--- src/design/wlr_pkg.sv ---
// Shared layout mode codes for the wallpaper layout rectangle core.
package wlr_pkg;

    localparam int MODE_BITS = 3;

    localparam logic [MODE_BITS-1:0] MODE_CENTER  = 3'd0;
    localparam logic [MODE_BITS-1:0] MODE_FIT     = 3'd1;
    localparam logic [MODE_BITS-1:0] MODE_TILE    = 3'd2;
    localparam logic [MODE_BITS-1:0] MODE_STRETCH = 3'd3;
    localparam logic [MODE_BITS-1:0] MODE_FILL    = 3'd4;

endpackage

--- src/design/wallpaper_layout_rectangles_core.sv ---
// Wallpaper layout rectangle core: crop and placement rectangles per layout mode.
// Throughput: one word per cycle unless the output is held by back-pressure; the fill crop uses
// a restoring divider, up to two quotient bits per stage, each stage holding independently on stall.
// Reset (aresetn low, synchronous) clears all stage valid bits and the output valid.
module wallpaper_layout_rectangles_core #(
    parameter int COORD_BITS = 14
) (
    input  logic                                        aclk,
    input  logic                                        aresetn,
    input  logic                                        s_tvalid,
    output logic                                        s_tready,
    // mode, image_width, image_height, screen_width, screen_height, zero pad
    input  logic [((wlr_pkg::MODE_BITS+4*COORD_BITS+7)/8)*8-1:0] s_tdata,
    output logic                                        m_tvalid,
    input  logic                                        m_tready,
    // src_left, src_top, src_right, src_bottom, dst_left, dst_top, dst_right, dst_bottom
    output logic [8*COORD_BITS+7:0]                     m_tdata
);
    import wlr_pkg::*;

    localparam int CB    = COORD_BITS;
    localparam int DW    = CB + 2;
    localparam int PW    = 2 * CB;
    localparam int RW    = 2 * CB + 1;
    localparam int DSTG  = (CB + 1) / 2;
    localparam int NS    = 3 + DSTG;

    typedef struct packed {
        logic [MODE_BITS-1:0] mode;
        logic [CB-1:0]        iw;
        logic [CB-1:0]        ih;
        logic [CB-1:0]        sw;
        logic [CB-1:0]        sh;
        logic [PW-1:0]        p1;
        logic [PW-1:0]        p2;
        logic                 taller;
        logic                 dz;
        logic [RW-1:0]        rem;
        logic [CB-1:0]        den;
        logic [CB-1:0]        quo;
    } stage_t;

    stage_t        st_reg  [NS];
    stage_t        st_next [NS];
    logic [NS-1:0] vld_reg;
    logic [NS-1:0] en;
    logic          out_en;

    logic                 m_valid_reg;
    logic [8*CB+7:0]      m_data_reg;
    logic [8*CB+7:0]      m_data_next;

    assign out_en   = !m_valid_reg || m_tready;
    assign s_tready = en[0];
    assign m_tvalid = m_valid_reg;
    assign m_tdata  = m_data_reg;

    genvar gi;
    generate
        for (gi = 0; gi < NS; gi++) begin : g_en
            if (gi == NS - 1) begin : g_last
                assign en[gi] = !vld_reg[gi] || out_en;
            end else begin : g_mid
                assign en[gi] = !vld_reg[gi] || en[gi+1];
            end
        end
    endgenerate

    // capture the input word
    always_comb begin
        st_next[0]        = '0;
        st_next[0].mode   = s_tdata[MODE_BITS-1:0];
        st_next[0].iw     = s_tdata[MODE_BITS +: CB];
        st_next[0].ih     = s_tdata[MODE_BITS+CB +: CB];
        st_next[0].sw     = s_tdata[MODE_BITS+2*CB +: CB];
        st_next[0].sh     = s_tdata[MODE_BITS+3*CB +: CB];
    end

    // cross products for the aspect test
    always_comb begin
        st_next[1]    = st_reg[0];
        st_next[1].p1 = PW'(st_reg[0].ih) * PW'(st_reg[0].sw);
        st_next[1].p2 = PW'(st_reg[0].sh) * PW'(st_reg[0].iw);
    end

    // pick the divide operands; bias the numerator for a ceiling quotient
    always_comb begin
        st_next[2]        = st_reg[1];
        st_next[2].taller = st_reg[1].p1 > st_reg[1].p2;
        st_next[2].den    = st_next[2].taller ? st_reg[1].sw : st_reg[1].sh;
        st_next[2].dz     = (st_next[2].den == '0);
        st_next[2].rem    = (st_next[2].taller ? {1'b0, st_reg[1].p2} : {1'b0, st_reg[1].p1})
                            + RW'(st_next[2].den) - RW'(1);
        st_next[2].quo    = '0;
    end

    generate
        for (gi = 0; gi < DSTG; gi++) begin : g_div
            localparam int K0 = CB - 1 - 2 * gi;
            localparam int K1 = CB - 2 - 2 * gi;
            stage_t        a;
            logic [RW-1:0] r1;
            logic [RW-1:0] d0;
            logic [RW-1:0] d1;
            always_comb begin
                a  = st_reg[2+gi];
                d0 = RW'(a.den) << K0;
                r1 = a.rem;
                if (r1 >= d0) begin
                    r1       = r1 - d0;
                    a.quo[K0] = 1'b1;
                end
                if (K1 >= 0) begin
                    d1 = RW'(a.den) << ((K1 >= 0) ? K1 : 0);
                    if (r1 >= d1) begin
                        r1 = r1 - d1;
                        a.quo[(K1 >= 0) ? K1 : 0] = 1'b1;
                    end
                end else begin
                    d1 = '0;
                end
                a.rem          = r1;
                st_next[3+gi]  = a;
            end
        end
    endgenerate

    // final rectangle selection
    stage_t               f;
    logic [CB-1:0]        s0, s1, s2, s3;
    logic signed [DW-1:0] d0v, d1v, d2v, d3v;
    logic signed [DW-1:0] siw, sih, ssw, ssh;
    logic signed [DW-1:0] cx, cy;
    logic [CB-1:0]        off;

    always_comb begin
        f   = st_reg[NS-1];
        siw = $signed(DW'(f.iw));
        sih = $signed(DW'(f.ih));
        ssw = $signed(DW'(f.sw));
        ssh = $signed(DW'(f.sh));
        cx  = DW'((ssw - siw) / 2);
        cy  = DW'((ssh - sih) / 2);
        if (f.dz) begin
            off = '0;
        end else if (f.taller) begin
            off = (f.ih - f.quo) >> 1;
        end else begin
            off = (f.iw - f.quo) >> 1;
        end
        s0  = '0;
        s1  = '0;
        s2  = f.iw;
        s3  = f.ih;
        d0v = '0;
        d1v = '0;
        d2v = ssw;
        d3v = ssh;
        unique case (f.mode)
            MODE_CENTER, MODE_FIT: begin
                if (f.taller && f.ih > f.sh) begin
                    s1  = (f.ih - f.sh) >> 1;
                    s3  = f.ih - s1;
                    d0v = cx;
                    d2v = ssw - cx;
                end else if (!f.taller && f.iw > f.sw) begin
                    s0  = (f.iw - f.sw) >> 1;
                    s2  = f.iw - s0;
                    d1v = cy;
                    d3v = ssh - cy;
                end else begin
                    d0v = cx;
                    d2v = ssw - cx;
                    d1v = cy;
                    d3v = ssh - cy;
                end
            end
            MODE_TILE: begin
                if (f.taller) begin
                    if (f.iw > f.sw) begin
                        s2 = f.sw;
                        s3 = f.sh;
                    end else if (f.ih > f.sh) begin
                        s3 = f.sh;
                    end
                end else begin
                    if (f.ih > f.sh) begin
                        s2 = f.sw;
                        s3 = f.sh;
                    end else if (f.iw > f.sw) begin
                        s2 = f.sw;
                    end
                end
            end
            MODE_STRETCH: begin
                s2 = '0;
                s3 = '0;
            end
            MODE_FILL: begin
                if (f.taller) begin
                    s1 = off;
                    s3 = f.ih - off;
                end else begin
                    s0 = off;
                    s2 = f.iw - off;
                end
            end
            default: begin
                s0 = '0;
            end
        endcase
        m_data_next = {d3v, d2v, d1v, d0v, s3, s2, s1, s0};
    end

    generate
        for (gi = 0; gi < NS; gi++) begin : g_stage
            always_ff @(posedge aclk) begin
                if (!aresetn) begin
                    vld_reg[gi] <= 1'b0;
                end else if (en[gi]) begin
                    vld_reg[gi] <= (gi == 0) ? s_tvalid : vld_reg[(gi == 0) ? 0 : gi-1];
                end
            end
            always_ff @(posedge aclk) begin
                if (en[gi]) begin
                    st_reg[gi] <= st_next[gi];
                end
            end
        end
    endgenerate

    always_ff @(posedge aclk) begin
        if (!aresetn) begin
            m_valid_reg <= 1'b0;
        end else if (out_en) begin
            m_valid_reg <= vld_reg[NS-1];
        end
    end

    always_ff @(posedge aclk) begin
        if (out_en && vld_reg[NS-1]) begin
            m_data_reg <= m_data_next;
        end
    end

    // an empty output register frees every stage behind it
    a_empty_ready: assert property (@(posedge aclk) disable iff (!aresetn)
        !m_tvalid |-> s_tready) else $error("input stalled with empty output");

    a_ready_ready: assert property (@(posedge aclk) disable iff (!aresetn)
        m_tready |-> s_tready) else $error("input stalled while output drains");

    a_reset_clear: assert property (@(posedge aclk)
        !aresetn |=> !m_tvalid) else $error("output valid after reset");

    a_src_order: assert property (@(posedge aclk) disable iff (!aresetn)
        m_tvalid |-> (m_tdata[CB-1:0] <= m_tdata[3*CB-1:2*CB] || m_tdata[3*CB-1:2*CB] == '0))
        else $error("crop left edge past right edge");

endmodule
--- config.mk ---
export PLATFORM = sky130hd
export DESIGN_NAME = wallpaper_layout_rectangles_core
export DESIGN_NICKNAME = d
export VERILOG_FILES = /design/src/design/wlr_pkg.sv /design/src/design/wallpaper_layout_rectangles_core.sv
export SDC_FILE = /design/constraint.sdc
export NUM_CORES = 2
export LEC_CHECK = 0
export ABC_AREA = 1
export BUFFER_PORTS_ARGS = -buffer_cell sky130_fd_sc_hd__clkbuf_2
export CAP_MARGIN = 5
export CORE_UTILIZATION = 58
export DETAILED_ROUTE_END_ITERATION = 10
export HOLD_SLACK_MARGIN = 0.03
export PLACE_DENSITY = 0.78
export SLEW_MARGIN = 20
export SYNTH_ARGS = -nofsm -noshare
export SYNTH_HDL_FRONTEND = slang
export SYNTH_SLANG_ARGS = --single-unit
--- constraint.sdc ---
create_clock -name aclk -period 19.65 [get_ports aclk]
set_input_delay 2.9475 -clock aclk [delete_from_list [all_inputs] [get_ports aclk]]
set_output_delay 2.9475 -clock aclk [all_outputs]
set_load 0.01 [all_outputs]
==> metrics.md <==
| Metric | Value |
|---|---|
| Placed cells | `10166` |
| Max_cap viols | `0` |
| CTS Sinks | `1148` |
| Worst Tran Pin Value | `1040 ps` |
| Via count | `58052` |
| Largest net degree at the start of global routing | `92` |
| Routed wire length | `193000 um` |
| Hpwl dp | `147000 um` |
| Syn_area_per_cell | `9.20 sq um` |
| Status | `completed` |
| Max reg flops | `1019` |
| Final setup TNS | `0 ps` |
| Maximum clock path buffer count | `3` |
| Sequential area share after synthesis | `44.8%` |
| CTS tree | `built` |
| IO Pins | `190` |
| Row cnt | `133` |
| PostCTS Resize Cnt | `0` |
| Reg2reg end | `st_reg[1][108]$_DFFE_PP_` |
| Finished Layout Cells | `10374` |
| Crit path depth | `16` |
| R2R Setup Slk | `13260 ps` |
| Die Y | `366 um` |
| Buf+Inv Stages, Crit Path | `5` |
| Crit. Startpoint | `m_tready` |
| Design Area, Final | `83400 sq um` |
| Worst Setup EP | `s_tready` |
| Main area contributors after synthesis | `edfxtp_1, nand2_1, ha_1` |
| Multi-input gate area | `36500 sq um` |
| All-layer global routing usage | `28.7%` |
| Routed Antenna Nets | `0` |
| #FFs+latches synth | `1148` |
| Layout fillers | `10602` |
| Netlist Area Pre-Place | `76800 sq um` |
| Most frequent cells in the layout | `nand2_1, inv_1, edfxtp_1, ha_1, nor2_1` |
| Crit path DAT | `7350 ps` |
| Placed inst area | `79500 sq um` |
| RSZ-0062 raised after global routing | `false` |
| Startpoint types | `input pin` |
| Avg WL per Cell | `18.6 um` |
| Highest Clock Rate | `97.1 MHz` |
| Initial Util | `58.4%` |
| Final Max Slew Viols | `0` |
| Top delay family on crit path | `simple AND/OR/NAND/NOR gates` |
| FF-to-FF Start | `st_reg[0][136]$_DFFE_PP_` |
| Drt pass-1 iters | `9` |
| Most frequent CP cell | `nor2_1` |
| Synth warn | `0` |
| Crit-path cells | `clkbuf_2, nor2_1, inv_1, nor2_1, inv_2, nor2_1, inv_4, nor2_1, nand2_4, nor2_1, nand2_4, nor2_1, nand2_4, nor2_1, nand2_2, clkbuf_2` |
| Number of diodes | `0` |
| Crit-path slowest cell | `nor2_1` |
| Worst Path Required | `16700 ps` |
| Clock slew at reported path FFs | `60 ps` |
| Skew final | `40.1 ps` |
| Crit-path max cell delay | `490 ps` |
| Die area | `134000 sq um` |
| Number of CTS-inserted buffers | `113` |
| Layout area overhead | `8.68%` |
| Synth cell types | `63` |
| Hold buffers post-CTS | `0` |
| Antenna violations before repair | `3` |
| Slew headroom | `30.9%` |
| Vias in the first global route | `57371` |
| Root buf cell | `clkbuf_16` |
| CP Capture Type | `output port` |
| Placer Congestion | `0.974` |
| Final period utilization | `52.4%` |
| Skew-Pair Late Insertion Delay | `750 ps` |
| Final setup vio count | `0` |
| First-pass GRT wire length | `305000 um` |
| Port buffer count | `182` |
| Core Area | `131000 sq um` |
| Fin. Hold Viols | `0` |
| Worst hold path type | `reg -> reg` |
| Layout cells sized above 1 | `5.75%` |
| # DRC | `0` |
| Die Wd | `366 um` |
| Via/cell ratio | `5.60` |
| Reg2Reg Depth | `19` |
| Largest fanout on the critical path | `57` |
| H-tree Lvls | `3` |
| WS Path Type | `in -> out` |
| Most common cell after layout, fill and taps aside | `nand2_1` |
| Synth top area share | `44.5%` |
| Initial DRC count | `4978` |
| Register area | `34400 sq um` |
| Fin nets | `9502` |
| Setup Buffers After CTS | `0` |
| Syn Inst Count | `8344` |
| GRT overflow | `0` |
| Cell taking the most area after synthesis | `edfxtp_1` |
| Shortest period the worst path allows | `10300 ps` |
==> cells in the mapped netlist (all sizes together) <==
cell type,instances
a211oi,10
a21boi,15
a21o,20
a21oi,465
a221oi,4
a22oi,2
a31o,1
a31oi,29
a41oi,1
and2,8
and3,8
buf,35
clkbuf,111
clkinv,2
conb,1
dfxtp,11
edfxtp,1137
fa,307
ha,601
inv,1415
mux2,1
mux2i,1
nand2,2094
nand2b,1
nand3,395
nand3b,11
nand4,137
nor2,540
nor3,61
nor3b,2
nor4,17
nor4b,1
o2111ai,13
o211ai,36
o21a,24
o21ai,390
o21bai,28
o221a,1
o221ai,4
o22ai,27
o31ai,4
or2,17
or3,1
xnor2,134
xor2,221
==> per-stage QoR <==
step           util [%]  setup WS [ps]  hold slack [ps]
2_1_floorplan         -           1010              400
3_3_place_gp       60.5           9530              400
3_5_place_dp       60.5           9370              405
4_1_cts            63.5           9210              398
5_1_grt            63.5           8880              408
6_report           63.5           9350              402
==> layer usage <==
layer,part of all wire [%],global-route usage (%)
met3,7.0,3.80
met4,4.3,12.4
met5,0.015,0
met1,40,36.7
met2,48,49.0
==> worst min-delay path by stage <==
stage | start | end | slack (ps) | cells after the start
after floorplan | st_reg[0][171]$_DFFE_PP_ | st_reg[1][171]$_DFFE_PP_ | 400 | 0
after global placement | st_reg[5][169]$_DFFE_PP_ | st_reg[6][169]$_DFFE_PP_ | 400 | 0
after detailed placement | st_reg[1][148]$_DFFE_PP_ | st_reg[2][148]$_DFFE_PP_ | 400 | 0
after CTS | st_reg[5][124]$_DFFE_PP_ | st_reg[6][124]$_DFFE_PP_ | 400 | 0
after global routing | st_reg[3][12]$_DFFE_PP_ | st_reg[4][12]$_DFFE_PP_ | 410 | 0
final | st_reg[2][146]$_DFFE_PP_ | st_reg[3][146]$_DFFE_PP_ | 400 | 0
==> area by class of cell <==
type	instances	share of cell area [%]
well taps	1755	2.63
clock inverters	75	1.17
multi-input cells	5634	43.7
flip-flops and latches	1148	41.2
repair buffers	212	1.37
inverters	1417	6.39
clock buffers	133	3.55
==> kinds of logic after synthesis <==
group | synth area share (%)
XOR/XNOR | 4.05
AND/OR/NAND/NOR | 17.9
AO/OA/AOI/OAI | 7.69
flip-flops | 44.8
multiplexers | 0.0277
other | 0.00488
adder cells (fa/ha/maj) | 17.8
buffers and inverters | 7.80
Power is not shown: default switching activity piles up to over one toggle a cycle in this logic, so the estimate is an artifact.
